### src/rtl/core/bas_pkg.sv
`timescale 1ns / 1ps

package bas_pkg;

    // Default geometry of the bit store
    localparam int BITS_DEF      = 4096;
    localparam int WORD_BITS_DEF = 64;

    // Fixed field widths
    localparam int IDX_W   = 12;
    localparam int TALLY_W = 13;
    localparam int CFG_W   = 13;

    // Command codes
    typedef enum logic [1:0] {
        CMD_WRITE = 2'd0,
        CMD_READ  = 2'd1,
        CMD_COUNT = 2'd2,
        CMD_SIEVE = 2'd3
    } t_cmd;

    // Sequencer states
    typedef enum logic [3:0] {
        ST_CLEAR,
        ST_IDLE,
        ST_DIV_RW,
        ST_RW_RD,
        ST_RW_DO,
        ST_SI_TEST,
        ST_DIV_I,
        ST_SI_IRD,
        ST_SI_ICHK,
        ST_DIV_J,
        ST_SI_MRD,
        ST_SI_MWR,
        ST_SI_NORM,
        ST_SCAN_RD,
        ST_SCAN_BIT,
        ST_FINISH
    } t_state;

    // One result item
    typedef struct packed {
        logic               read_bit;
        logic [TALLY_W-1:0] tally;
        logic               status;
    } t_result;

endpackage

### src/rtl/core/bas_store.sv
`timescale 1ns / 1ps

module bas_store
    import bas_pkg::*;
#(
    parameter int WORD_BITS = WORD_BITS_DEF,
    parameter int DEPTH     = BITS_DEF / WORD_BITS_DEF,
    parameter int AW        = 6
) (
    input  logic                 i_clk,
    input  logic                 i_en,
    input  logic                 i_we,
    input  logic [AW-1:0]        i_addr,
    input  logic [WORD_BITS-1:0] i_wdata,
    output logic [WORD_BITS-1:0] o_rdata
);

    logic [WORD_BITS-1:0] mem [DEPTH];
    logic [WORD_BITS-1:0] r_rdata;

    // Single port, registered read data held until the next read
    always_ff @(posedge i_clk) begin
        if (i_en) begin
            if (i_we) begin
                mem[i_addr] <= i_wdata;
            end else begin
                r_rdata <= mem[i_addr];
            end
        end
    end

    assign o_rdata = r_rdata;

endmodule

### src/rtl/core/bas_divmod.sv
`timescale 1ns / 1ps

module bas_divmod
    import bas_pkg::*;
#(
    parameter int LW = CFG_W,
    parameter int AW = $clog2(BITS_DEF / WORD_BITS_DEF),
    parameter int BW = $clog2(WORD_BITS_DEF)
) (
    input  logic          i_clk,
    input  logic          i_start,
    input  logic [LW-1:0] i_arg,
    output logic [AW-1:0] o_quo,
    output logic [BW-1:0] o_rem
);

    logic [AW-1:0] r_quo;
    logic [BW-1:0] r_rem;

    // Word size is a power of two: word address by shift, bit offset by mask
    always_ff @(posedge i_clk) begin
        if (i_start) begin
            r_quo <= AW'(i_arg >> BW);
            r_rem <= i_arg[BW-1:0];
        end
    end

    assign o_quo = r_quo;
    assign o_rem = r_rem;

endmodule

### src/rtl/core/bas_seq.sv
`timescale 1ns / 1ps

module bas_seq
    import bas_pkg::*;
#(
    parameter int LW          = 13,
    parameter int WORD_BITS   = WORD_BITS_DEF,
    parameter int AW          = 6,
    parameter int BW          = 6,
    parameter int STORE_WORDS = BITS_DEF / WORD_BITS_DEF
) (
    input  logic                 i_clk,
    input  logic                 i_rst_n,
    // command side
    input  logic                 i_in_valid,
    output logic                 o_in_ready,
    input  t_cmd                 i_cmd,
    input  logic [IDX_W-1:0]     i_idx,
    input  logic                 i_val,
    input  logic [LW-1:0]        i_len,
    // result side
    input  logic                 i_out_free,
    output logic                 o_res_valid,
    output t_result              o_res,
    // bit store port
    output logic                 o_mem_en,
    output logic                 o_mem_we,
    output logic [AW-1:0]        o_mem_addr,
    output logic [WORD_BITS-1:0] o_mem_wdata,
    input  logic [WORD_BITS-1:0] i_mem_rdata,
    // index split
    output logic                 o_div_start,
    output logic [LW-1:0]        o_div_arg,
    input  logic [AW-1:0]        i_div_quo,
    input  logic [BW-1:0]        i_div_rem
);

    localparam int IW = (LW + 1) / 2 + 1;
    localparam int SW = LW + 2;
    localparam int OW = ((BW > IW) ? BW : IW) + 1;
    localparam int CW = (LW > IDX_W) ? LW : IDX_W;

    t_state             r_state, n_state;
    t_cmd               r_cmd, n_cmd;
    logic               r_val, n_val;
    logic               r_rd, n_rd;
    logic [TALLY_W-1:0] r_tally, n_tally;
    logic               r_status, n_status;
    logic [AW-1:0]      r_waddr, n_waddr;
    logic [BW-1:0]      r_bcnt, n_bcnt;
    logic [LW-1:0]      r_pos, n_pos;
    logic [IW-1:0]      r_i, n_i;
    logic [SW-1:0]      r_sq, n_sq;
    logic [SW-1:0]      r_j, n_j;
    logic [OW-1:0]      r_bj, n_bj;

    logic [WORD_BITS-1:0] w_mask;
    logic                 w_bit;
    logic                 w_sbit;
    logic                 w_hit;

    // Bit selected by the current cell offset, and by the scan position
    assign w_mask = {{(WORD_BITS-1){1'b0}}, 1'b1} << r_bj[BW-1:0];
    assign w_bit  = i_mem_rdata[r_bj[BW-1:0]];
    assign w_sbit = i_mem_rdata[r_bcnt];
    assign w_hit  = (r_cmd == CMD_COUNT) ? w_sbit : (!w_sbit && r_pos != '0);

    // Next state and outputs
    always_comb begin
        n_state  = r_state;
        n_cmd    = r_cmd;
        n_val    = r_val;
        n_rd     = r_rd;
        n_tally  = r_tally;
        n_status = r_status;
        n_waddr  = r_waddr;
        n_bcnt   = r_bcnt;
        n_pos    = r_pos;
        n_i      = r_i;
        n_sq     = r_sq;
        n_j      = r_j;
        n_bj     = r_bj;

        o_in_ready  = 1'b0;
        o_res_valid = 1'b0;
        o_mem_en    = 1'b0;
        o_mem_we    = 1'b0;
        o_mem_addr  = r_waddr;
        o_mem_wdata = '0;
        o_div_start = 1'b0;
        o_div_arg   = '0;

        case (r_state)
            // zero the store one word per cycle after reset
            ST_CLEAR: begin
                o_mem_en = 1'b1;
                o_mem_we = 1'b1;
                if (r_waddr == AW'(STORE_WORDS - 1)) begin
                    n_waddr = '0;
                    n_state = ST_IDLE;
                end else begin
                    n_waddr = r_waddr + AW'(1);
                end
            end

            ST_IDLE: begin
                o_in_ready = 1'b1;
                if (i_in_valid) begin
                    n_cmd    = i_cmd;
                    n_val    = i_val;
                    n_rd     = 1'b0;
                    n_tally  = '0;
                    n_status = 1'b0;
                    case (i_cmd)
                        CMD_WRITE, CMD_READ: begin
                            if (CW'(i_idx) >= CW'(i_len)) begin
                                n_status = 1'b1;
                                n_state  = ST_FINISH;
                            end else begin
                                o_div_start = 1'b1;
                                o_div_arg   = LW'(i_idx);
                                n_state     = ST_DIV_RW;
                            end
                        end
                        CMD_COUNT: begin
                            n_waddr = '0;
                            n_bcnt  = '0;
                            n_pos   = '0;
                            n_state = (i_len == '0) ? ST_FINISH : ST_SCAN_RD;
                        end
                        CMD_SIEVE: begin
                            if (i_len < LW'(2)) begin
                                n_state = ST_FINISH;
                            end else begin
                                n_i     = IW'(2);
                                n_sq    = SW'(4);
                                n_state = ST_SI_TEST;
                            end
                        end
                        default: begin
                            n_state = ST_FINISH;
                        end
                    endcase
                end
            end

            // single cell write or read
            ST_DIV_RW: begin
                n_waddr = i_div_quo;
                n_bj    = OW'(i_div_rem);
                n_state = ST_RW_RD;
            end

            ST_RW_RD: begin
                o_mem_en = 1'b1;
                n_state  = ST_RW_DO;
            end

            ST_RW_DO: begin
                if (r_cmd == CMD_WRITE) begin
                    o_mem_en    = 1'b1;
                    o_mem_we    = 1'b1;
                    o_mem_wdata = (i_mem_rdata & ~w_mask) | (r_val ? w_mask : '0);
                end else begin
                    n_rd = w_bit;
                end
                n_state = ST_FINISH;
            end

            // sieve: next candidate while i*i is within the length
            ST_SI_TEST: begin
                if (r_sq > SW'(i_len)) begin
                    n_waddr = '0;
                    n_bcnt  = '0;
                    n_pos   = '0;
                    n_state = ST_SCAN_RD;
                end else begin
                    o_div_start = 1'b1;
                    o_div_arg   = LW'(r_i - IW'(1));
                    n_state     = ST_DIV_I;
                end
            end

            ST_DIV_I: begin
                n_waddr = i_div_quo;
                n_bj    = OW'(i_div_rem);
                n_state = ST_SI_IRD;
            end

            ST_SI_IRD: begin
                o_mem_en = 1'b1;
                n_state  = ST_SI_ICHK;
            end

            // clear cell: strike its multiples from i*i on
            ST_SI_ICHK: begin
                if (!w_bit) begin
                    o_div_start = 1'b1;
                    o_div_arg   = LW'(r_sq - SW'(1));
                    n_j         = r_sq;
                    n_state     = ST_DIV_J;
                end else begin
                    n_i     = r_i + IW'(1);
                    n_sq    = r_sq + SW'({r_i, 1'b1});
                    n_state = ST_SI_TEST;
                end
            end

            ST_DIV_J: begin
                n_waddr = i_div_quo;
                n_bj    = OW'(i_div_rem);
                n_state = ST_SI_MRD;
            end

            ST_SI_MRD: begin
                o_mem_en = 1'b1;
                n_state  = ST_SI_MWR;
            end

            ST_SI_MWR: begin
                o_mem_en    = 1'b1;
                o_mem_we    = 1'b1;
                o_mem_wdata = i_mem_rdata | w_mask;
                n_j         = r_j + SW'(r_i);
                n_bj        = r_bj + OW'(r_i);
                n_state     = ST_SI_NORM;
            end

            // carry the bit offset into the word address, one word per cycle
            ST_SI_NORM: begin
                if (r_bj >= OW'(WORD_BITS)) begin
                    n_bj    = r_bj - OW'(WORD_BITS);
                    n_waddr = r_waddr + AW'(1);
                end else if (r_j > SW'(i_len)) begin
                    n_i     = r_i + IW'(1);
                    n_sq    = r_sq + SW'({r_i, 1'b1});
                    n_state = ST_SI_TEST;
                end else begin
                    n_state = ST_SI_MRD;
                end
            end

            // walk the cells in use, one bit per cycle, with a read at each new word
            ST_SCAN_RD: begin
                o_mem_en = 1'b1;
                n_state  = ST_SCAN_BIT;
            end

            ST_SCAN_BIT: begin
                n_tally = r_tally + TALLY_W'(w_hit);
                n_pos   = r_pos + LW'(1);
                if (r_pos + LW'(1) == i_len) begin
                    n_state = ST_FINISH;
                end else if (r_bcnt == BW'(WORD_BITS - 1)) begin
                    n_bcnt  = '0;
                    n_waddr = r_waddr + AW'(1);
                    n_state = ST_SCAN_RD;
                end else begin
                    n_bcnt = r_bcnt + BW'(1);
                end
            end

            // hand the result over once the output register is free
            ST_FINISH: begin
                if (i_out_free) begin
                    o_res_valid = 1'b1;
                    n_state     = ST_IDLE;
                end
            end

            default: begin
                n_state = ST_IDLE;
            end
        endcase
    end

    // Control state
    always_ff @(posedge i_clk) begin
        if (!i_rst_n) begin
            r_state <= ST_CLEAR;
            r_waddr <= '0;
        end else begin
            r_state <= n_state;
            r_waddr <= n_waddr;
        end
    end

    // Working registers
    always_ff @(posedge i_clk) begin
        r_cmd    <= n_cmd;
        r_val    <= n_val;
        r_rd     <= n_rd;
        r_tally  <= n_tally;
        r_status <= n_status;
        r_bcnt   <= n_bcnt;
        r_pos    <= n_pos;
        r_i      <= n_i;
        r_sq     <= n_sq;
        r_j      <= n_j;
        r_bj     <= n_bj;
    end

    assign o_res = '{read_bit: r_rd, tally: r_tally, status: r_status};

endmodule

### src/rtl/core/bit_array_with_prime_sieve.sv
`timescale 1ns / 1ps

// Bit array of BITS cells in a single-port word memory, with an in-place
// Sieve of Eratosthenes (cell k-1 stands for the number k, a clear cell
// other than cell 0 after the sieve marks a prime). One command is in
// work at a time; one result comes out per command, held in an output
// register so the next command may be taken while it waits. After reset
// the store is zeroed by a clearing pass over all STORE_WORDS words (64 at
// the defaults) before the first command is taken. WORD_BITS must be a
// power of two, which the block does not enforce; a cell index splits into
// word address and bit offset by shift and mask, registered in the divider.
// Write and read split the index, read the word, then write it back or pick
// the bit; an index at or beyond the length in use gives an error result.
// Count scans the cells in use one bit per cycle, reading each word. The
// sieve, for a length of 2 or more, reads each candidate up to sqrt(length),
// strikes multiples of each clear one by read-modify-write, then scans to
// tally the primes. The next command is taken in the cycle after its result
// is handed over, later only while the receiver leaves the output full.
module bit_array_with_prime_sieve
    import bas_pkg::*;
#(
    parameter int BITS      = BITS_DEF,
    parameter int WORD_BITS = WORD_BITS_DEF
) (
    input  logic             i_clk,
    input  logic             i_rst_n,
    // commands
    input  logic             s_axis_tvalid,
    output logic             s_axis_tready,
    input  logic [15:0]      s_axis_tdata,   // [11:0] bit_index, [12] bit_value
    input  logic [1:0]       s_axis_tuser,   // [1:0] cmd
    // results
    output logic             m_axis_tvalid,
    input  logic             m_axis_tready,
    output logic [15:0]      m_axis_tdata,   // [0] read_bit, [13:1] tally
    output logic [0:0]       m_axis_tuser,   // [0] status
    // length in use register
    input  logic             i_cfg_valid,
    output logic             o_cfg_ready,
    input  logic [CFG_W-1:0] i_cfg_data
);

    localparam int STORE_WORDS = (BITS + WORD_BITS - 1) / WORD_BITS;
    localparam int AW          = (STORE_WORDS > 1) ? $clog2(STORE_WORDS) : 1;
    localparam int BW          = $clog2(WORD_BITS);
    localparam int LW          = $clog2(BITS + 1);
    localparam int MW          = (LW > CFG_W) ? LW : CFG_W;

    logic [LW-1:0]        r_len;
    logic                 r_m_valid;
    t_result              r_m_res;

    logic                 w_res_valid;
    t_result              w_res;
    logic                 w_out_free;
    logic                 w_mem_en;
    logic                 w_mem_we;
    logic [AW-1:0]        w_mem_addr;
    logic [WORD_BITS-1:0] w_mem_wdata;
    logic [WORD_BITS-1:0] w_mem_rdata;
    logic                 w_div_start;
    logic [LW-1:0]        w_div_arg;
    logic [AW-1:0]        w_div_quo;
    logic [BW-1:0]        w_div_rem;

    // Length in use, saturated to the store size
    assign o_cfg_ready = 1'b1;

    always_ff @(posedge i_clk) begin
        if (!i_rst_n) begin
            r_len <= LW'(BITS);
        end else if (i_cfg_valid) begin
            r_len <= (MW'(i_cfg_data) > MW'(BITS)) ? LW'(BITS) : LW'(i_cfg_data);
        end
    end

    // Output register
    assign w_out_free = !r_m_valid || m_axis_tready;

    always_ff @(posedge i_clk) begin
        if (!i_rst_n) begin
            r_m_valid <= 1'b0;
        end else if (w_res_valid) begin
            r_m_valid <= 1'b1;
        end else if (m_axis_tready) begin
            r_m_valid <= 1'b0;
        end
    end

    always_ff @(posedge i_clk) begin
        if (w_res_valid) begin
            r_m_res <= w_res;
        end
    end

    assign m_axis_tvalid = r_m_valid;
    assign m_axis_tdata  = {2'b00, r_m_res.tally, r_m_res.read_bit};
    assign m_axis_tuser  = r_m_res.status;

    bas_seq #(
        .LW          (LW),
        .WORD_BITS   (WORD_BITS),
        .AW          (AW),
        .BW          (BW),
        .STORE_WORDS (STORE_WORDS)
    ) u_seq (
        .i_clk       (i_clk),
        .i_rst_n     (i_rst_n),
        .i_in_valid  (s_axis_tvalid),
        .o_in_ready  (s_axis_tready),
        .i_cmd       (t_cmd'(s_axis_tuser)),
        .i_idx       (s_axis_tdata[IDX_W-1:0]),
        .i_val       (s_axis_tdata[IDX_W]),
        .i_len       (r_len),
        .i_out_free  (w_out_free),
        .o_res_valid (w_res_valid),
        .o_res       (w_res),
        .o_mem_en    (w_mem_en),
        .o_mem_we    (w_mem_we),
        .o_mem_addr  (w_mem_addr),
        .o_mem_wdata (w_mem_wdata),
        .i_mem_rdata (w_mem_rdata),
        .o_div_start (w_div_start),
        .o_div_arg   (w_div_arg),
        .i_div_quo   (w_div_quo),
        .i_div_rem   (w_div_rem)
    );

    bas_divmod #(
        .LW (LW),
        .AW (AW),
        .BW (BW)
    ) u_div (
        .i_clk   (i_clk),
        .i_start (w_div_start),
        .i_arg   (w_div_arg),
        .o_quo   (w_div_quo),
        .o_rem   (w_div_rem)
    );

    bas_store #(
        .WORD_BITS (WORD_BITS),
        .DEPTH     (STORE_WORDS),
        .AW        (AW)
    ) u_store (
        .i_clk   (i_clk),
        .i_en    (w_mem_en),
        .i_we    (w_mem_we),
        .i_addr  (w_mem_addr),
        .i_wdata (w_mem_wdata),
        .o_rdata (w_mem_rdata)
    );

endmodule

### config.mk
export PLATFORM = sky130hd
export DESIGN_NAME = bit_array_with_prime_sieve
export DESIGN_NICKNAME = d
export VERILOG_FILES = /design/src/rtl/core/bas_pkg.sv /design/src/rtl/core/bas_store.sv /design/src/rtl/core/bas_divmod.sv /design/src/rtl/core/bas_seq.sv /design/src/rtl/core/bit_array_with_prime_sieve.sv
export SDC_FILE = /design/constraint.sdc
export NUM_CORES = 2
export LEC_CHECK = 0
export BUFFER_PORTS_ARGS = -buffer_cell sky130_fd_sc_hd__buf_2
export CAP_MARGIN = 10
export CORE_UTILIZATION = 40
export DETAILED_ROUTE_END_ITERATION = 10
export GPL_TIMING_DRIVEN = 1
export PLACE_DENSITY = 0.66
export SETUP_SLACK_MARGIN = 0.1
export SYNTH_ARGS = -nofsm -noshare
export SYNTH_HDL_FRONTEND = slang
export SYNTH_SLANG_ARGS = --single-unit
### constraint.sdc
create_clock -name i_clk -period 5.7 [get_ports i_clk]
set_input_delay 0.855 -clock i_clk [delete_from_list [all_inputs] [get_ports i_clk]]
set_output_delay 0.855 -clock i_clk [all_outputs]
set_load 0.02 [all_outputs]
Word level (Yosys, flattened, before mapping):

Memory sizes are Yosys's and may differ from the RTL's. A register that Yosys moved wholly into a read port is not among the register bits.
Cells that the tools add are included.

* $add $sub $neg: 11
* $lt $le $gt $ge: 8
* eq/ne operators: 38
* shift-type cells: 1
* mux-type cells: 85
* bitwise operators: 5
* reduce and logical (&&, ||, !) cells: 32

Operators by type and width (count)
* $mux W64: 2
* $or A64 B64 Y64: 2
* $pmux W64 S2: 1
* $mux W15: 7
* $mux W13: 5
* $and A64 B64 Y64: 1
* $not A64 Y64: 1
* $pmux W4 S16: 1
* $shl A1 B6 Y64 const A: 1
* $mux W12: 5
* $mux W6: 9
* $mux W8: 6
* $pmux W15 S3: 1
* $mux W4: 11
* $pmux W13 S3: 1
* $pmux W12 S3: 1
* $pmux W6 S6: 1
* $eq A4 B4 Y1 const B: 8
* $gt A15 B13 Y1: 2
* $pmux W15 S2: 1
* $pmux W9 S3: 1
* $pmux W13 S2: 1
* $pmux W8 S3: 1
* $mux W1: 20
* 51 further kinds: 90

* register bits after elaboration: 135
* bits in writable memories: 4096
* input bits: 36
* output and inout port bits: 20
* word-level logic and storage cells: 201
* memories: 1

Memories
* u_store.mem: depth 64, width 64, rd ports 1, clocked after Yosys merged registers in 1, write ports 1, line bas_store.sv:18 `logic [WORD_BITS-1:0] mem [DEPTH];`

Depth between registers and ports, before layout:

* word-level depth: 7
* gate-level depth with buffers: 14
* mapped depth without buffers: 11

Cells and area by module:

From an unflattened synthesis, not the netlist that was laid out.

* cells, all modules: 9839
* area, all modules: 168242.6 um2

By module, submodules not included
* bas_store: times used 1, cells an instance 8519, area an instance 156395.0 um2, seq. area each 124919.8 um2
* bas_seq: times used 1, cells an instance 1234, area an instance 10436.3 um2, seq. area each 2722.6 um2
* bit_array_with_prime_sieve: times used 1, cells an instance 74, area an instance 1051.0 um2, seq. area each 730.7 um2
* bas_divmod: times used 1, cells an instance 12, area an instance 360.3 um2, seq. area each 360.3 um2

Worst setup path before layout:

Ideal clock, no wire load.

* path type: reg2reg
* from: register u_seq.r_state[3]
* to: register u_store.r_rdata[0] (netlist: u_store.o_rdata[0]), read port of u_store.mem, enable pin
* library setup time: 0.574 ns
* arrival time: 5.257 ns
* data required time: 5.126 ns
* slack: -0.132 ns
* cell stages (with the launch flop): 4
* path buffers: 2
* period minus slack after synthesis: 5.832 ns
* cells stage by stage: dfxtp_1 -> clkbuf_1 -> buf_1 -> o21ai_0

* word-level cells in the longest chain between the ends: 5
* elaborated cells between the ends (all ways): 13
* classes of those cells: eq/ne (6); mux (2); bitwise (1); reduce/logical (4)

Ends and longest elaborated chain
* start, declared: line bas_seq.sv:43 `t_state r_state, n_state;`
* start signal, assigned: line bas_seq.sv:283 `r_state <= n_state;`
* $eq A4 B4 Y1 / $logic_not A4 Y1 (equally long branches): line bas_seq.sv:93 `case (r_state)`
* $reduce_or A2 Y1 (no source line)
* $pmux W1 S2: line bas_seq.sv:93
* $not A1 Y1 (no source line)
* $reduce_and A2 Y1 (no source line) *
* end, declared: line bas_store.sv:19 `logic [WORD_BITS-1:0] r_rdata;`

Every way passes the cells marked *; elsewhere a longest branch is shown, timed or not.
A chain may end at the register's enable or synchronous reset.

Worst setup path after layout:

* from: register u_seq.r_state[2]
* to: memory u_store.mem[23][18] (netlist bit), enable pin

* word-level cells in the longest chain between the ends: 6
* elaborated cells between the ends (all ways): 14
* classes of those cells: eq/ne (6); mux (5); reduce/logical (3)

Ends and longest elaborated chain
* $eq A4 B4 Y1 / $logic_not A4 Y1 (equally long branches): line bas_seq.sv:93
* $reduce_or A2 Y1 (no source line)
* $pmux W1 S2: line bas_seq.sv:93
* $mux W1: line bas_store.sv:24 `if (i_we) begin`
* $mux W1 *: line bas_store.sv:23 `if (i_en) begin`
* $mux W1 (implied by the code) *: line bas_store.sv:25 `mem[i_addr] <= i_wdata;`
* end, declared: line bas_store.sv:18

Marks and branches as above.

==> results.json <==
{
  "synth_sequential_area_ratio": 0.806,
  "utilization": 0.462,
  "crit_path_max_incr_delay_ns": 0.96,
  "max_slew.worst_pin.slew_ns": 1.34,
  "layout.cells.most_common": "edfxtp_1",
  "hold-path-cell-count": 1,
  "timing.critical_path.slowest_stage_cell": "nor2_4",
  "cts_buffer_depth": 4,
  "detail_route.iter0.violations": 16200,
  "floorplan.die_area_sq_mm": 0.402,
  "critPathArrivalTime_ns": 5.13,
  "critical_path_peak_fanout": 24,
  "count_of_buffers_inserted_at_the_top_level_ports": 49,
  "tritoncts": "done",
  "place_hpwl_mm": 259,
  "grt_start_max_net_pins": 103,
  "p_leak_nw": 55.9,
  "ys_dominant_reg_cell": "edfxtp_1",
  "number_of_warning_messages_in_the_yosys_log": 0,
  "largest_cells_by_area_after_synthesis": "edfxtp_1 80%, a22oi_1 7.3%, a221oi_1 1.4%, a22o_1 1.4%, clkbuf_1 1.0%",
  "worst_path_most_repeated_cell": "nand2_1",
  "synth_top_area_share": 0.803,
  "final_cell_mix": "4271 x edfxtp_1, 1550 x a22oi_1, 415 x clkbuf_16",
  "worst_slew_margin_rel": 0.105,
  "status": "finished clean",
  "pre_cts_ws_ns": 1.42,
  "number_of_nets_in_the_layout": 9202,
  "fin_worst_skew_ns": 0.0355,
  "global_route_wire_length_before_repair_mm": 708,
  "residual_overflow_from_global_routing": 0,
  "globalRouteTotalUtil": 0.248,
  "route.detailed.drc": 0,
  "h-tree-depth": 5,
  "setup_tns_ns": 0,
  "cts.hold.buffers_added": 0,
  "rows": 231,
  "end_kind": "flop",
  "finalWirelength_mm": 516,
  "timing_hold_violations_final": 0,
  "cts_resized": 0,
  "syn2layout_area_growth_pct": 14.6,
  "ffs_latches_synth": 4295,
  "antenna_violating_nets_post_route": 0,
  "pwr_density_cell_mw_per_mm2": 341,
  "route.vias.total": 97000,
  "final-setup-viol-count": 0,
  "max_cap_viol_count": 0,
  "placement.cell_area_sq_mm": 0.170,
  "drt-pass1-iter-count": 8,
  "cts_num_sinks": 4295,
  "whs_ns": 0.0595,
  "critPathBufInv": 1,
  "cts_made_buffers": 409,
  "achievable-frequency_mhz": 222,
  "final_max_slew_viol_count": 0,
  "async_flop_share": 0,
  "yosys.cell_types.count": 72,
  "synthesis.area_sq_mm": 0.160,
  "power.ir.vdd_worst_mv": 0.252,
  "filler_cell_count": 32700,
  "timing.reg2reg.worst_path_depth": 7,
  "cpLargestDelayFamily": "simple AND/OR/NAND/NOR gates",
  "worst_hold_path_type": "in2reg",
  "antenna_found_initial": 10,
  "via_count_of_the_first_global_routing_pass": 91900,
  "synthesis.instances": 8845,
  "unrepaired_setup_endpoints_after_global_routing": "no",
  "routed_via_density": 6.60,
  "clkSlewWorstSetupHoldPaths_ns": 0.06,
  "synth_area_per_cell_sq_um": 18.0,
  "crit_type": "reg2reg",
  "ioPinCount": 56,
  "gp_routability_congestion": 0.876,
  "fin_ws_ns": 1.20,
  "fp.dieW_microns": 634,
  "post_route_minimum_period_ns": 4.50,
  "core_box_area_sq_mm": 0.397,
  "synth-edff-count": 4271,
  "post_cts_buffers": 0,
  "routed_wire_length_per_instance_microns": 35.1,
  "post-synth-top-area-cell": "edfxtp_1",
  "clk_latency_ns": 0.99,
  "final_area_sq_mm": 0.183,
  "timing.critical_path.cells": "nand2b_1 > nor3_1 > a21oi_4 > nand2_1 > nand2_1 > nor2_4 > buf_4",
  "chipHeight_microns": 634,
  "final.period_utilization": 0.789,
  "worst-path-stages": 7,
  "clock_tree.root_cell": "clkbuf_16",
  "cp.required_ns": 6.33,
  "start_util": 0.403,
  "post_route_cells_drive_above_1_share": 0.128,
  "setup.worst_path.start_class": "flop"
}
layout make-up:
| class | count | area [sq um] | area share |
|---|---|---|---|
| repair buffers | 426 | 4520 | 0.0247 |
| clock buffers | 507 | 10800 | 0.0588 |
| inverters | 50 | 188 | 0.00103 |
| multi-input cells | 3908 | 30100 | 0.165 |
| diodes | 7 | 17.5 | 0.0000957 |
| clock inverters | 246 | 2120 | 0.0116 |
| well taps | 5242 | 6560 | 0.0358 |
| flip-flops and latches | 4295 | 129000 | 0.703 |
per-stage QoR:
step | cells | total power [W]
floorplan | 8846 | 0.0358
global placement | 13900 | 0.0366
CTS | 14700 | 0.0625
detailed placement | 13900 | 0.0366
global route | 14700 | 0.0637
finish | 14700 | 0.0624
power by group:
| group | total [W] | internal [W] | switching (W) |
|---|---|---|---|
| clock network | 0.0264 | 0.0148 | 0.0116 |
| logic | 0.00161 | 0.000476 | 0.00114 |
| registers | 0.0344 | 0.0343 | 0.0000377 |
| total | 0.0624 | 0.0496 | 0.0128 |
registers in the layout (all words and copies together) (netlist names), 8 cells and up:
signal / flops
u_seq.r_i: 8
m_axis_tdata: 14
u_seq.r_sq: 15
u_store.o_rdata: 64
u_seq.r_j: 15
u_seq.r_pos: 13
u_store.mem: 4096
u_seq.r_bj: 9
r_len: 13
u_seq.r_tally: 13
path summary, 6_finish.rpt:
check	end	slack, ns	start
hold / removal	u_seq.r_val	0.06	s_axis_tdata[12]
hold reg to reg	m_axis_tdata[1]	0.47	u_seq.r_tally[0]
setup / recovery	u_store.mem[23][18]	1.20	u_seq.r_state[2]
setup reg to reg	u_store.mem[23][18]	1.20	u_seq.r_state[2]
kinds of logic after synthesis:
group,synth area share
other cells,0.0000470
xor+xnor,0.00462
compound gates,0.136
flops,0.806
mux,0.00553
simple gates,0.0254
fa+ha+maj,0.00610
buf+inv,0.0157
routing by layer:
metal	global-route usage	part of all wire	routed length [microns]
met2	0.393	0.46	236000
met4	0.121	0.057	29300
met3	0.0545	0.13	69200
met1	0.325	0.35	181000
met5	0	0.000060	31
cell usage after synthesis (all sizes together) (7+ instances only):
| cell | number |
|---|---|
| buf | 155 |
| a22oi | 1550 |
| ha | 73 |
| and3 | 17 |
| nor3b | 8 |
| nor3 | 27 |
| mux2i | 15 |
| or2 | 12 |
| edfxtp | 4271 |
| nand3 | 85 |
| nor4 | 93 |
| o21ai | 84 |
| a21oi | 196 |
| mux4 | 32 |
| nand3b | 8 |
| nand4 | 124 |
| nand2b | 16 |
| a221oi | 254 |
| o22ai | 7 |
| a22o | 253 |
| inv | 50 |
| a211oi | 31 |
| dfxtp | 24 |
| a21o | 11 |
| nand2 | 127 |
| nor2b | 17 |
| or3 | 14 |
| clkbuf | 438 |
| o211ai | 24 |
| a311oi | 47 |
| nor2 | 210 |
| a31oi | 243 |
| and2 | 23 |
| xnor2 | 45 |
| xor2 | 34 |
| a41oi | 160 |
Power figures use the tool's default switching activity.
